==> src/sv/chw_pkg.sv <==
package chw_pkg;

   // port packing
   localparam int REQ_TDATA_W = 32;
   localparam int REQ_TUSER_W = 4;
   localparam int RSP_TDATA_W = 24;
   localparam int CSR_INDEX_W = 3;
   localparam int CSR_DATA_W  = 32;
   localparam int TIMEOUT_W   = 32;
   localparam int STATUS_W    = 9;

   // status flag bit positions
   localparam int FLAG_COMM  = 0;
   localparam int FLAG_CMD   = 1;
   localparam int FLAG_HB    = 2;
   localparam int FLAG_QS    = 3;
   localparam int FLAG_STALE = 4;
   localparam int FLAG_HOLD  = 5;
   localparam int FLAG_EN    = 6;
   localparam int FLAG_RUN   = 7;
   localparam int FLAG_DONE  = 8;

   typedef enum logic [3:0] {
      CMD_FEED_CMD    = 4'd0,
      CMD_FEED_HB     = 4'd1,
      CMD_CHECK_CMD   = 4'd2,
      CMD_CHECK_HB    = 4'd3,
      CMD_CLEAR       = 4'd4,
      CMD_RUN         = 4'd5,
      CMD_STOP        = 4'd6,
      CMD_TRAJ_ACTIVE = 4'd7,
      CMD_TRAJ_DONE   = 4'd8,
      CMD_HOLD        = 4'd9
   } cmd_type;

   typedef enum logic [2:0] {
      ACT_HOLD        = 3'd0,
      ACT_QUICK_STOP  = 3'd1,
      ACT_AUTO        = 3'd2,
      ACT_TORQUE_ZERO = 3'd3,
      ACT_FAULT       = 3'd4
   } action_type;

   typedef enum logic [1:0] {
      REASON_NONE = 2'd0,
      REASON_CMD  = 2'd1,
      REASON_HB   = 2'd2
   } reason_type;

   typedef enum logic [CSR_INDEX_W-1:0] {
      CSR_CMD_TIMEOUT  = 3'd0,
      CSR_HB_TIMEOUT   = 3'd1,
      CSR_TIMEOUT_ACT  = 3'd2,
      CSR_CONTROL_MODE = 3'd3,
      CSR_MIT_MODE     = 3'd4
   } csr_index_type;

   localparam logic [2:0] TIMEOUT_ACT_RESET   = 3'd2;
   localparam logic [1:0] CONTROL_MODE_RESET  = 2'd3;
   localparam logic [1:0] MODE_TORQUE         = 2'd1;
   localparam logic [1:0] MODE_POSITION       = 2'd3;

   typedef struct packed {
      logic [TIMEOUT_W-1:0] cmd_timeout;
      logic [TIMEOUT_W-1:0] hb_timeout;
      logic [2:0]           action_code;
      logic [1:0]           ctrl_mode;
      logic                 mit_mode;
   } cfg_type;

   typedef struct packed {
      logic                expired;
      logic                quick_stop;
      logic                torque_zero;
      reason_type          reason;
      logic [STATUS_W-1:0] flags;
   } latch_type;

   // first member sits in the top bits, so status flags land at bit 0
   typedef struct packed {
      logic                fault_request;
      reason_type          timeout_reason;
      logic                torque_zero_on;
      logic                quick_stop_on;
      logic                watchdog_expired;
      logic                zero_mit_gains;
      action_type          action_taken;
      logic                timed_out_now;
      logic [STATUS_W-1:0] status_flags;
   } result_type;

   localparam int RESULT_W = $bits(result_type);

   function automatic latch_type clear_latches(input latch_type st);
      latch_type r;
      r = st;
      r.expired     = 1'b0;
      r.quick_stop  = 1'b0;
      r.torque_zero = 1'b0;
      r.reason      = REASON_NONE;
      r.flags[FLAG_COMM]  = 1'b0;
      r.flags[FLAG_CMD]   = 1'b0;
      r.flags[FLAG_HB]    = 1'b0;
      r.flags[FLAG_QS]    = 1'b0;
      r.flags[FLAG_STALE] = 1'b0;
      return r;
   endfunction

endpackage

==> src/sv/command_heartbeat_watchdog.sv <==
// path: an accepted req item goes through the input register, then the result register, to its rsp item
// throughput: one item per cycle while rsp_tready is high; req_tready stays high while the result register drains
// each item's deadline add, expiry subtract and flag update are combinational between the two
// reset: synchronous, active high; clears deadlines, latches, flags and both valid bits,
// and loads the register defaults (timeouts 0, action auto, position control, mit mode off)
module command_heartbeat_watchdog #(
   parameter int TICK_BITS = 32
) (
   input  logic                            clock,
   input  logic                            reset,
   // input item channel
   input  logic                            req_tvalid,
   output logic                            req_tready,
   input  logic [chw_pkg::REQ_TDATA_W-1:0] req_tdata,  // [31:0] now_ms
   input  logic [chw_pkg::REQ_TUSER_W-1:0] req_tuser,  // [3:0] cmd
   // result item channel
   output logic                            rsp_tvalid,
   input  logic                            rsp_tready,
   output logic [chw_pkg::RSP_TDATA_W-1:0] rsp_tdata,  // [8:0] status_flags,
                                                       // [9] timed_out_now,
                                                       // [12:10] action_taken,
                                                       // [13] zero_mit_gains,
                                                       // [14] watchdog_expired,
                                                       // [15] quick_stop_on,
                                                       // [16] torque_zero_on,
                                                       // [18:17] timeout_reason,
                                                       // [19] fault_request, [23:20] zero
   // register write channel
   input  logic                            csr_valid,
   output logic                            csr_ready,
   input  logic [chw_pkg::CSR_INDEX_W-1:0] csr_index,
   input  logic [chw_pkg::CSR_DATA_W-1:0]  csr_data
);

   chw_pkg::cfg_type cfg;

   // input register: holds one item until the step logic hands it on
   logic                   in_valid_ff;
   logic [3:0]             in_cmd_ff;
   logic [TICK_BITS-1:0]   in_now_ff;

   // watchdog state
   chw_pkg::latch_type     st_ff;
   chw_pkg::latch_type     st_in;
   logic [TICK_BITS-1:0]   cmd_deadline_ff;
   logic [TICK_BITS-1:0]   cmd_deadline_in;
   logic [TICK_BITS-1:0]   hb_deadline_ff;
   logic [TICK_BITS-1:0]   hb_deadline_in;

   // result register
   logic                   out_valid_ff;
   chw_pkg::result_type    out_ff;
   chw_pkg::result_type    out_in;

   logic                   advance;
   logic                   req_take;

   // the item in the input register moves on when the result register is free or draining
   assign advance    = !out_valid_ff || rsp_tready;
   assign req_tready = !in_valid_ff || advance;
   assign req_take   = req_tvalid && req_tready;

   assign rsp_tvalid = out_valid_ff;
   assign rsp_tdata  = {{(chw_pkg::RSP_TDATA_W - chw_pkg::RESULT_W){1'b0}}, out_ff};

   chw_csr u_csr (
      .clock     (clock),
      .reset     (reset),
      .csr_valid (csr_valid),
      .csr_ready (csr_ready),
      .csr_index (csr_index),
      .csr_data  (csr_data),
      .cfg       (cfg)
   );

   chw_step #(
      .TICK_BITS (TICK_BITS)
   ) u_step (
      .cfg               (cfg),
      .st                (st_ff),
      .cmd_deadline      (cmd_deadline_ff),
      .hb_deadline       (hb_deadline_ff),
      .cmd               (in_cmd_ff),
      .now               (in_now_ff),
      .st_next           (st_in),
      .cmd_deadline_next (cmd_deadline_in),
      .hb_deadline_next  (hb_deadline_in),
      .res               (out_in)
   );

   // control and state
   always_ff @(posedge clock) begin
      if (reset) begin
         in_valid_ff     <= 1'b0;
         out_valid_ff    <= 1'b0;
         st_ff           <= '0;
         cmd_deadline_ff <= '0;
         hb_deadline_ff  <= '0;
      end else begin
         if (req_tready) begin
            in_valid_ff <= req_tvalid;
         end
         if (advance) begin
            out_valid_ff <= in_valid_ff;
         end
         // state moves exactly once per item, when its result is captured
         if (in_valid_ff && advance) begin
            st_ff           <= st_in;
            cmd_deadline_ff <= cmd_deadline_in;
            hb_deadline_ff  <= hb_deadline_in;
         end
      end
   end

   // payload, no reset needed
   always_ff @(posedge clock) begin
      if (req_take) begin
         in_cmd_ff <= req_tuser[3:0];
         in_now_ff <= req_tdata[TICK_BITS-1:0];
      end
      if (in_valid_ff && advance) begin
         out_ff <= out_in;
      end
   end

endmodule

==> src/sv/chw_csr.sv <==
module chw_csr (
   input  logic                            clock,
   input  logic                            reset,
   input  logic                            csr_valid,
   output logic                            csr_ready,
   input  logic [chw_pkg::CSR_INDEX_W-1:0] csr_index,
   input  logic [chw_pkg::CSR_DATA_W-1:0]  csr_data,
   output chw_pkg::cfg_type                cfg
);

   chw_pkg::cfg_type cfg_ff;
   chw_pkg::cfg_type cfg_in;

   assign csr_ready = 1'b1;
   assign cfg       = cfg_ff;

   always_comb begin
      cfg_in = cfg_ff;
      if (csr_valid) begin
         case (csr_index)
            chw_pkg::CSR_CMD_TIMEOUT:  cfg_in.cmd_timeout = csr_data;
            chw_pkg::CSR_HB_TIMEOUT:   cfg_in.hb_timeout  = csr_data;
            chw_pkg::CSR_TIMEOUT_ACT:  cfg_in.action_code = csr_data[2:0];
            chw_pkg::CSR_CONTROL_MODE: cfg_in.ctrl_mode   = csr_data[1:0];
            chw_pkg::CSR_MIT_MODE:     cfg_in.mit_mode    = csr_data[0];
            default: ;
         endcase
      end
   end

   always_ff @(posedge clock) begin
      if (reset) begin
         cfg_ff.cmd_timeout <= '0;
         cfg_ff.hb_timeout  <= '0;
         cfg_ff.action_code <= chw_pkg::TIMEOUT_ACT_RESET;
         cfg_ff.ctrl_mode   <= chw_pkg::CONTROL_MODE_RESET;
         cfg_ff.mit_mode    <= 1'b0;
      end else begin
         cfg_ff <= cfg_in;
      end
   end

endmodule

==> src/sv/chw_step.sv <==
module chw_step #(
   parameter int TICK_BITS = 32
) (
   input  chw_pkg::cfg_type           cfg,
   input  chw_pkg::latch_type         st,
   input  logic [TICK_BITS-1:0]       cmd_deadline,
   input  logic [TICK_BITS-1:0]       hb_deadline,
   input  logic [3:0]                 cmd,
   input  logic [TICK_BITS-1:0]       now,
   output chw_pkg::latch_type         st_next,
   output logic [TICK_BITS-1:0]       cmd_deadline_next,
   output logic [TICK_BITS-1:0]       hb_deadline_next,
   output chw_pkg::result_type        res
);

   logic [chw_pkg::TIMEOUT_W-1:0] timeout_sel;
   logic [TICK_BITS-1:0]          sum;
   logic [TICK_BITS-1:0]          dl_sel;
   logic [TICK_BITS-1:0]          diff;
   logic                          due;
   chw_pkg::action_type           act;
   chw_pkg::reason_type           why;

   // one adder for both feeds, one subtractor for both checks
   assign timeout_sel = (cmd == chw_pkg::CMD_FEED_HB) ? cfg.hb_timeout : cfg.cmd_timeout;
   assign sum         = now + timeout_sel[TICK_BITS-1:0];
   assign dl_sel      = (cmd == chw_pkg::CMD_CHECK_HB) ? hb_deadline : cmd_deadline;
   assign diff        = now - dl_sel;
   assign due         = (dl_sel != '0) && !st.expired && !diff[TICK_BITS-1];
   assign why         = (cmd == chw_pkg::CMD_CHECK_HB) ? chw_pkg::REASON_HB
                                                      : chw_pkg::REASON_CMD;

   // effective action
   always_comb begin
      if (cfg.action_code > chw_pkg::ACT_FAULT) begin
         act = chw_pkg::ACT_FAULT;
      end else if (cfg.action_code != chw_pkg::ACT_AUTO) begin
         act = chw_pkg::action_type'(cfg.action_code);
      end else if (cfg.mit_mode || cfg.ctrl_mode == chw_pkg::MODE_TORQUE) begin
         act = chw_pkg::ACT_TORQUE_ZERO;
      end else if (cfg.ctrl_mode == chw_pkg::MODE_POSITION) begin
         act = chw_pkg::ACT_HOLD;
      end else begin
         act = chw_pkg::ACT_AUTO;
      end
   end

   always_comb begin
      st_next           = st;
      cmd_deadline_next = cmd_deadline;
      hb_deadline_next  = hb_deadline;
      res               = '0;
      case (cmd)
         chw_pkg::CMD_FEED_CMD: begin
            if (cfg.cmd_timeout != '0) begin
               cmd_deadline_next = sum;
               if (st.expired || st.quick_stop || st.torque_zero) begin
                  st_next = chw_pkg::clear_latches(st);
               end
            end else begin
               cmd_deadline_next = '0;
            end
         end
         chw_pkg::CMD_FEED_HB: begin
            hb_deadline_next = (cfg.hb_timeout != '0) ? sum : '0;
         end
         chw_pkg::CMD_CHECK_CMD, chw_pkg::CMD_CHECK_HB: begin
            if (due) begin
               res.timed_out_now = 1'b1;
               res.action_taken  = act;
               st_next.expired   = 1'b1;
               st_next.reason    = why;
               st_next.flags[chw_pkg::FLAG_COMM] = 1'b1;
               if (why == chw_pkg::REASON_HB) begin
                  st_next.flags[chw_pkg::FLAG_HB] = 1'b1;
               end else begin
                  st_next.flags[chw_pkg::FLAG_CMD] = 1'b1;
               end
               if (cfg.mit_mode) begin
                  res.zero_mit_gains = 1'b1;
                  st_next.flags[chw_pkg::FLAG_STALE] = 1'b1;
               end
               case (act)
                  chw_pkg::ACT_HOLD: st_next.flags[chw_pkg::FLAG_HOLD] = 1'b1;
                  chw_pkg::ACT_QUICK_STOP, chw_pkg::ACT_AUTO: begin
                     st_next.quick_stop = 1'b1;
                     st_next.flags[chw_pkg::FLAG_QS] = 1'b1;
                  end
                  chw_pkg::ACT_TORQUE_ZERO: st_next.torque_zero = 1'b1;
                  default: res.fault_request = 1'b1;
               endcase
            end
         end
         chw_pkg::CMD_CLEAR: st_next = chw_pkg::clear_latches(st);
         chw_pkg::CMD_RUN: begin
            st_next.flags[chw_pkg::FLAG_EN]  = 1'b1;
            st_next.flags[chw_pkg::FLAG_RUN] = 1'b1;
         end
         chw_pkg::CMD_STOP: begin
            st_next.flags[chw_pkg::FLAG_EN]  = 1'b0;
            st_next.flags[chw_pkg::FLAG_RUN] = 1'b0;
         end
         chw_pkg::CMD_TRAJ_ACTIVE: begin
            st_next.flags[chw_pkg::FLAG_DONE] = 1'b0;
            st_next.flags[chw_pkg::FLAG_HOLD] = 1'b0;
         end
         chw_pkg::CMD_TRAJ_DONE: begin
            st_next.flags[chw_pkg::FLAG_DONE] = 1'b1;
            st_next.flags[chw_pkg::FLAG_HOLD] = 1'b1;
         end
         chw_pkg::CMD_HOLD: st_next.flags[chw_pkg::FLAG_HOLD] = 1'b1;
         default: ;
      endcase
      res.status_flags     = st_next.flags;
      res.watchdog_expired = st_next.expired;
      res.quick_stop_on    = st_next.quick_stop;
      res.torque_zero_on   = st_next.torque_zero;
      res.timeout_reason   = st_next.reason;
   end

endmodule
==> config.mk <==
export PLATFORM = sky130hd
export DESIGN_NAME = command_heartbeat_watchdog
export DESIGN_NICKNAME = d
export VERILOG_FILES = /design/src/sv/chw_pkg.sv /design/src/sv/command_heartbeat_watchdog.sv /design/src/sv/chw_csr.sv /design/src/sv/chw_step.sv
export SDC_FILE = /design/constraint.sdc
export NUM_CORES = 1
export LEC_CHECK = 0
export BUFFER_PORTS_ARGS = -buffer_cell sky130_fd_sc_hd__buf_2
export CAP_MARGIN = 20
export CORE_UTILIZATION = 60
export DETAILED_ROUTE_END_ITERATION = 8
export PLACE_DENSITY = 0.88
export SYNTH_ARGS = -nofsm -noshare
export SYNTH_HDL_FRONTEND = slang
export SYNTH_SLANG_ARGS = --single-unit
==> constraint.sdc <==
create_clock -name clock -period 9.9 [get_ports clock]
set_input_delay 0.99 -clock clock [delete_from_list [all_inputs] [get_ports clock]]
set_output_delay 0.99 -clock clock [all_outputs]
set_load 0.02 [all_outputs]
Word level (Yosys, flattened, before mapping)
Cells that the tools add are included.
- register bits after elaboration: 206
- bits of input ports: 76
- output and inout bits: 27
- word-level logic and storage cells: 107
- add/sub/neg operators: 2
- $lt $le $gt $ge: 1
- equality and inequality tests: 20
- muxes and demuxes: 28
- reductions and logical operators: 31
- operator list (kind ; count):
    32-bit 2-to-1 mux ; 4
    32-bit nonzero test ; 3
    32-bit adder ; 1
    32-bit subtractor ; 1
    5-bit one-hot mux with 3 select lines ; 2
    14-bit 2-to-1 mux ; 2
    4-bit by 3-bit == test with 1-bit output (second input constant) ; 4
    2-bit AND reduction ; 8
    3-bit by 2-bit == test with 1-bit output (second input constant) ; 4
    1-bit 2-to-1 mux ; 10
    3-bit 2-to-1 mux ; 3
    4-bit by 2-bit == test with 1-bit output (second input constant) ; 2
    4-bit == test (second input constant) ; 2
    3-bit by 1-bit == test with 1-bit output (second input constant) ; 2
    3-bit zero test ; 2
    6-bit 2-to-1 mux ; 1
    2-bit one-hot mux with 3 select lines ; 1
    2-bit OR reduction ; 3
    1-bit logical OR ; 5
    5-bit 2-to-1 mux ; 1
    2-bit == test (second input constant) ; 2
    4-bit by 1-bit == test with 1-bit output (second input constant) ; 1
    1-bit logical AND ; 4
    1-bit zero test ; 4
    other kinds (9) ; 10

Longest topological paths before layout
Gate-level depths: netlist (run 1).
- depth in word-level cells: 10
- depth in mapped cells: 17
- mapped depth without buffers: 15

Hierarchy
Synthesis (run 1) repeated with hierarchy kept, for this count alone.
- cell total of the unflattened synthesis: 1281
- area, all modules: 12564.6 sq um
- by module, submodules not included (module ; instances ; cells an instance ; area each (sq um) ; sequential area each (sq um)):
    command_heartbeat_watchdog ; 1 ; 409 ; 5266.3 ; 3283.1
    chw_step ; 1 ; 601 ; 4370.4 ; 0.0
    chw_csr ; 1 ; 271 ; 2927.8 ; 1401.3

Least setup slack after synthesis (run 1)
Ideal clock, no wire load.
- path kind: reg2reg
- from: register in_cmd_ff[0]
- to: register cmd_deadline_ff[31]
- setup time: 0.122 ns
- data arrival time: 3.989 ns
- required time: 9.778 ns
- slack: 5.789 ns
- stages on the path, launching flop included: 16
- path buffers: 2
- clock period less this slack: 4.111 ns
- path through: edfxtp_1 > buf_2 > inv_1 > nor4_2 > clkbuf_1 > mux2_2 > ha_1 > a211oi_1 > nor2_1 > a311oi_1 > a21oi_1 > o41ai_2 > o21ai_1 > o31ai_4 > nor3_1 > a221o_1
- word-level cells in the longest chain between the ends: 4
- elaborated cells on any way between the ends: 6
- classes of those cells: 1 x add/sub; 1 x eq/ne; 2 x mux; 2 x reduce/logical
- ends and longest elaborated chain (what ; RTL line ; text):
    start: declaration ; command_heartbeat_watchdog.sv:39 ; logic [3:0] in_cmd_ff;
    start signal: assignment ; command_heartbeat_watchdog.sv:118 ; in_cmd_ff <= req_tuser[3:0];
    4-bit by 1-bit == test with 1-bit output ; chw_step.sv:25 ; assign timeout_sel = (cmd == chw_pkg::CMD_FEED_HB) ? cfg.hb_timeout : cfg.cmd_timeout;
    32-bit 2-to-1 mux ; chw_step.sv:25 ;
    32-bit adder ; chw_step.sv:26 ; assign sum = now + timeout_sel[TICK_BITS-1:0];
    32-bit 2-to-1 mux ; chw_step.sv:55 ; if (cfg.cmd_timeout != '0) begin
    end signal: assignment ; command_heartbeat_watchdog.sv:109 ; cmd_deadline_ff <= cmd_deadline_in;
    end: declaration ; command_heartbeat_watchdog.sv:45 ; logic [TICK_BITS-1:0] cmd_deadline_ff;
Several ways; a longest one is shown, not always the timed one.
A chain may end at the register's enable or synchronous reset.

Final worst setup path (run 1)
- from: register in_cmd_ff[0]
- to: register hb_deadline_ff[31]
- word-level cells in the longest chain between the ends: 4
- elaborated cells on any way between the ends: 5
- classes of those cells: 1 x add/sub; 1 x eq/ne; 2 x mux; 1 x reduce/logical
- ends and longest elaborated chain (what ; RTL line ; text):
    4-bit by 1-bit == test with 1-bit output * ; chw_step.sv:25, chw_step.sv:53 ;
    32-bit 2-to-1 mux ; chw_step.sv:25 ;
    32-bit adder ; chw_step.sv:26 ;
    32-bit 2-to-1 mux ; chw_step.sv:65 ; hb_deadline_next = (cfg.hb_timeout != '0) ? sum : '0;
    end signal: assignment ; command_heartbeat_watchdog.sv:110 ; hb_deadline_ff <= hb_deadline_in;
    end: declaration ; command_heartbeat_watchdog.sv:47 ; logic [TICK_BITS-1:0] hb_deadline_ff;
Mark *: on every way between the ends. The rest lies on a longest branch, timed or not.

==> results.toml, run 1 <==
[run_status]
status = "complete, no violations"

[sta]
rsz0062_at_grt = "false"
setup_violations = 0
worst_pin_slew_ns = 0.980
max-slew-margin-rel = 0.347
skew_ns = 0.0138
post-route-min-period_ns = 4.59
finalHoldViolCount = 0
maxSlewViolCount = 0
fmax_mhz = 218
post-route-period-util = 0.464
fin_tns_setup_ns = 0

[synth]
synthArstFlopShare = 0
synth_top_area_share = 0.286
synth_edf_count = 56
synth_area_mm2 = 0.0105
syn_area_per_cell_um2 = 9.17
netlist_top_cells_count = "188 x nand2_1, 150 x dfxtp_1, 120 x a21oi_1, 96 x nor2_1, 61 x ha_1"
synth_most_common_cell = "nand2_1"
ys_ff_latch = 206
yosys_warnings = 0
syn_inst = 1145
yosysUniqueCellTypes = 67
synth_area_leaders = "dfxtp_1 29%, edfxtp_1 16%, ha_1 7.3%"
ys.flop_type = "dfxtp_1"
yosysSeqAreaShare = 0.446
yosys.area.top_type = "dfxtp_1"

[floorplanning]
ios = 103
design.die.area_mm2 = 0.0180
die_y_um = 134
initial_core_util = 0.624
num_rows = 47
die_w_um = 134
coreArea_mm2 = 0.0168

[power]
max-vdd-ir-drop_v = 0.000154
pwr-share-seq = 0.466
p_sw_uw = 459
clock_power_share = 0.444
p_leak_nw = 4.91
power.density_mw_per_mm2 = 164
combPwrFrac = 0.091
power_mw = 1.94
p_int_mw = 1.49
p_sw_frac = 0.236

[final_layout]
area_growth_pct = 13.2
antenna_cells = 0
fin_util = 0.707
final_nets = 1355
final_cell_area_mm2 = 0.0119
fillers = 1277
layout-drive-gt1-share = 0.156
final_cells = 1453

[hold_path]
min_path_type = "reg -> reg"

[clock_tree]
cts_hold_buffers = 0
cts_max_path_buffers = 3
cts_htree_levels = 1
numClockSinks = 206
post_cts_buffers = 0
root_buffer = "clkbuf_16"
cts_tree = "done"
cts_resized = 0
clk_pin_slew_ns = 0.07
clk_latency_ns = 0.51
cts_inserted_buffers = 22

[critical_path]
crit_type = "reg -> reg"
worst_setup_path_end_kind = "register"
cp_data_required_time_ns = 10.30
path_max_fanout = 33
startpoint_type = "register"
crit_arrival_ns = 4.99

[detailed_routing]
firstDrtPassIters = 7
vias = 8940
totalWireLength_um = 26200
postRouteAntennaNets = 0
drc = 0
drt_iter0_markers = 676
wl_per_cell_um = 18.0
post_drt_via_cell_ratio = 6.15

[grt]
grt_max_degree = 99
grt_remaining_overflow = 0
antenna_found_initial = 0
grt_use_total = 0.297
grt_first_pass_wirelength_um = 42500
grt_pass1_vias = 8584

[place]
place_area_mm2 = 0.0111
place.gp.congestion = 0.935
numPortBuffers = 97
dp_cells = 1412
hpwlAfterDp_um = 18400

[flow_run]
cap_viol_max_count = 0
metrics by stage:
stage	hold WS (ns)	setup slack, ns
final	0.470	5.31
after global placement	0.450	5.50
after global routing	0.483	4.95
after CTS	0.466	5.35
after detailed placement	0.454	5.42
after floorplan	0.435	5.79
flip-flops by register name (all words and copies together) (netlist names):
name,cells
cmd_deadline_ff,32
hb_deadline_ff,32
in_cmd_ff,4
in_now_ff,32
in_valid_ff,1
rsp_tdata,20
rsp_tvalid,1
st_ff,14
u_csr.cfg,70
cell families after synthesis:
family	share of synthesized area
adders and majority gates	0.0746
muxes	0.0709
AOI/OAI and AO/OA	0.168
buffers and inverters	0.0338
xor gates and xnor gates	0.0234
and+or+nand+nor	0.182
other	0.000715
DFF	0.446
per-layer routing:
metal	global-route usage	vias up	wire, um
met5	0	-	0
met2	0.501	404	12300
met3	0.0484	98	1860
met1	0.368	4163	10600
li1	-	4275	-
met4	0.151	0	1400
worst paths after layout:
path,startpoint,to,slack [ns],cells past startpoint
setup / recovery,in_cmd_ff[0],hb_deadline_ff[31],5.31,14
hold / removal,u_csr.cfg[43],u_csr.cfg[43],0.47,2
setup reg to reg,in_cmd_ff[0],hb_deadline_ff[31],5.31,14
hold reg to reg,u_csr.cfg[43],u_csr.cfg[43],0.47,2
layout by cell type, fill, tap and decap left out, types with 6 or more instances in the layout:
cell type	netlist	layout
nor2b_1	15	15
clkbuf_16	0	25
nand4_1	15	15
nor2_1	96	95
or3_1	11	11
dfxtp_1	150	150
inv_1	22	22
a21o_1	19	19
nand2b_1	13	13
edfxtp_1	56	56
nand3_1	12	12
ha_1	61	61
buf_4	5	10
nor4_1	29	29
xnor2_1	17	17
a21oi_1	120	120
mux2_2	31	31
buf_2	5	96
mux2i_1	38	38
o21ai_0	30	30
xor2_1	11	11
nor3_1	7	7
nand2_1	188	188
and3_1	6	6
a22oi_1	42	42
power groups by stage:
stage	sequential (mW)	clock [mW]	combinational (mW)
floorplan	0.920	0	0.117
global placement	0.922	0	0.167
detailed placement	0.923	0	0.171
CTS	0.905	0.872	0.173
global route	0.907	0.906	0.193
finish	0.905	0.863	0.176
final cells by class:
class / count / area, um2 / share of cell area
multi-input combinational: 858 / 5490 / 0.462
sequential: 206 / 4680 / 0.394
clock buffer: 31 / 678 / 0.0570
timing repair buffer: 107 / 583 / 0.0490
tap: 220 / 275 / 0.0232
clock inverter: 9 / 97.6 / 0.00821
inverter: 22 / 82.6 / 0.00695
worst max-delay path, stage by stage (launching register included):
cell	delay (ns)
edfxtp_1	0.51
inv_1	0.16
nor4_4	0.29
buf_4	0.42
mux2_2	0.39
ha_1	0.33
a211oi_1	0.24
nor2_1	0.08
a311oi_1	0.56
a21oi_1	0.26
o41ai_2	0.42
o21ai_1	0.18
o31ai_4	0.25
nor3_1	0.09
a221o_1	0.26
Note: power is estimated with default switching activity, not from simulation.
==> run 2, diff against run 1 <==
==> constraint.sdc (replaced) <==
create_clock -name clock -period 4.33 [get_ports clock]
set_input_delay 0.433 -clock clock [delete_from_list [all_inputs] [get_ports clock]]
set_output_delay 0.433 -clock clock [all_outputs]
set_load 0.02 [all_outputs]
==> run 2 against run 1 <==
  * Power grew 120%
  * Largest power group unchanged
  * Sequential power grew 130%
  * Non-clock buffer count grew 5
  * Final cell count is essentially flat
  * Register-to-register slack lost 5.1 ns
  * Flip-flop and latch count is the same
  * Die area is the same
  * Clock-buffer cell count shrank 1
  * First-iteration DRC count shrank 1.5%
  * Design area is essentially flat
  * Via count is essentially flat
==> results.toml, run 2 (synthesis results as in run 1) <==
[detailed_routing]
drc = 0
firstDrtPassIters = 5
vias = 8936
post_drt_via_cell_ratio = 6.15
totalWireLength_um = 26200
drt_iter0_markers = 666
wl_per_cell_um = 18.0
postRouteAntennaNets = 0

[place]
place.gp.congestion = 0.956
post-place-ws_ns = 0.144
hpwlAfterDp_um = 18400
numPortBuffers = 97
dp_cells = 1417

[power]
p_sw_mw = 1.02
p_int_mw = 3.30
p_leak_nw = 4.90
combPwrFrac = 0.095
clock_power_share = 0.427
max-vdd-ir-drop_v = 0.000333
pwr-share-seq = 0.479
power.density_mw_per_mm2 = 364
p_sw_frac = 0.236

[sta]
max-slew-margin-rel = 0.331
maxSlewViolCount = 0
fmax_mhz = 245
worst_pin_slew_ns = 1.00
post-route-min-period_ns = 4.09
setup_violations = 0
fin_tns_setup_ns = 0
fin_ws_ns = 0.240
finalHoldViolCount = 0
skew_ns = 0.0181
post-route-period-util = 0.944
rsz0062_at_grt = "false"

[clock_tree]
cts_htree_levels = 1
cts_max_path_buffers = 3
cts_tree = "done"
clk_pin_slew_ns = 0.06
post_cts_buffers = 0
numClockSinks = 206
cts_inserted_buffers = 21
root_buffer = "clkbuf_16"
clk_latency_ns = 0.50

[floorplanning]
design.die.area_mm2 = 0.0180
coreArea_mm2 = 0.0168
ios = 103
initial_core_util = 0.624
die_w_um = 134
num_rows = 47
die_y_um = 134

[final_layout]
mostFrequentLayoutCell = "nand2_1"
largest_reg_flops = 70
final_nets = 1359
area_growth_pct = 13.2
layout-drive-gt1-share = 0.157
final_cells = 1454
final_cell_mix = "188 x nand2_1, 150 x dfxtp_1, 120 x a21oi_1"
antenna_cells = 0

[grt]
gr-usage-met3 = 0.0552
grt_remaining_overflow = 0
grt_pass1_vias = 8567
grt_busiest_layer = "met2"
grt_first_pass_wirelength_um = 42400
met2_usage = 0.495
grt_use_total = 0.293
grt_max_degree = 100
met1_usage = 0.364
antenna_found_initial = 0

[critical_path]
cp_data_required_time_ns = 4.71
worst_setup_path_end_kind = "register"
crit_path_cell_trace = "nor4_4 -> buf_12 -> mux2_2 -> ha_1 -> a211oi_1 -> nor2_1 -> a311oi_2 -> a21oi_1 -> o41ai_2 -> o21ai_1 -> o31ai_4 -> nor3_1 -> a221o_1"
crit_type = "reg -> reg"
critPathSlowestCell = "edfxtp_1"
path_max_fanout = 33
critPathMaxStageDelay_ns = 0.51
startpoint_type = "register"
crit_arrival_ns = 4.47

[run_status]
status = "complete, no violations"

[hold_path]
min_path_type = "in -> reg"

[flow_run]
cap_viol_max_count = 0
-- run 2: power groups by stage --
stage	logic [mW]	registers [mW]	clock network, mW
final	0.409	2.07	1.84
after floorplan	0.267	2.10	0
after detailed placement	0.397	2.11	0
after global routing	0.446	2.07	1.93
after CTS	0.401	2.07	1.87
after global placement	0.385	2.11	0
-- run 2: what timing repair did --
item	CTS	global route
resized for setup	0	1
hold buffers	0	0
endpoints found under the setup margin	0	6
-- run 2: per-layer routing --
layer	vias up	wire [um]
met4	0	1230
met5	-	0
met2	398	12300
met1	4193	10700
li1	4266	-
met3	79	2000
-- run 2: metrics by stage --
| step | hold WS, ns | cell area, um2 | util | total power [mW] |
|---|---|---|---|---|
| after floorplan | 0.435 | 10500 | - | 2.37 |
| after detailed placement | 0.461 | 11100 | 0.662 | 2.51 |
| final | 0.111 | 11900 | 0.706 | 4.32 |
| after global placement | 0.449 | 11100 | 0.662 | 2.49 |
| after global routing | 0.0950 | 11900 | 0.706 | 4.45 |
| after CTS | 0.0966 | 11800 | 0.704 | 4.33 |
-- run 2: area by class of cell --
cell class | count | area [um2]
clock buffer | 30 | 621
multi-input combinational | 858 | 5490
fill | 1233 | 4940
tap | 220 | 275
sequential | 206 | 4680
inverter | 22 | 82.6
clock inverter | 6 | 83.8
timing repair buffer | 112 | 641
-- run 2: critical path, delay by kind of cell (launching register included) --
family | cells | cell delay, ns
AOI/OAI and AO/OA | 7 | 2.01
adders and majority gates | 1 | 0.34
buffers and inverters | 1 | 0.25
DFF | 1 | 0.51
muxes | 1 | 0.36
and+or+nand+nor | 3 | 0.50
-- run 2: path summary, 6_finish.rpt --
check	from	end	slack (ns)	cells after the start
worst max-delay path	in_cmd_ff[3]	cmd_deadline_ff[31]	0.24	13
worst min-delay path	req_tdata[9]	in_now_ff[9]	0.11	1
worst max register to register	in_cmd_ff[3]	cmd_deadline_ff[31]	0.24	13
worst min register to register	u_csr.cfg[28]	u_csr.cfg[28]	0.47	2
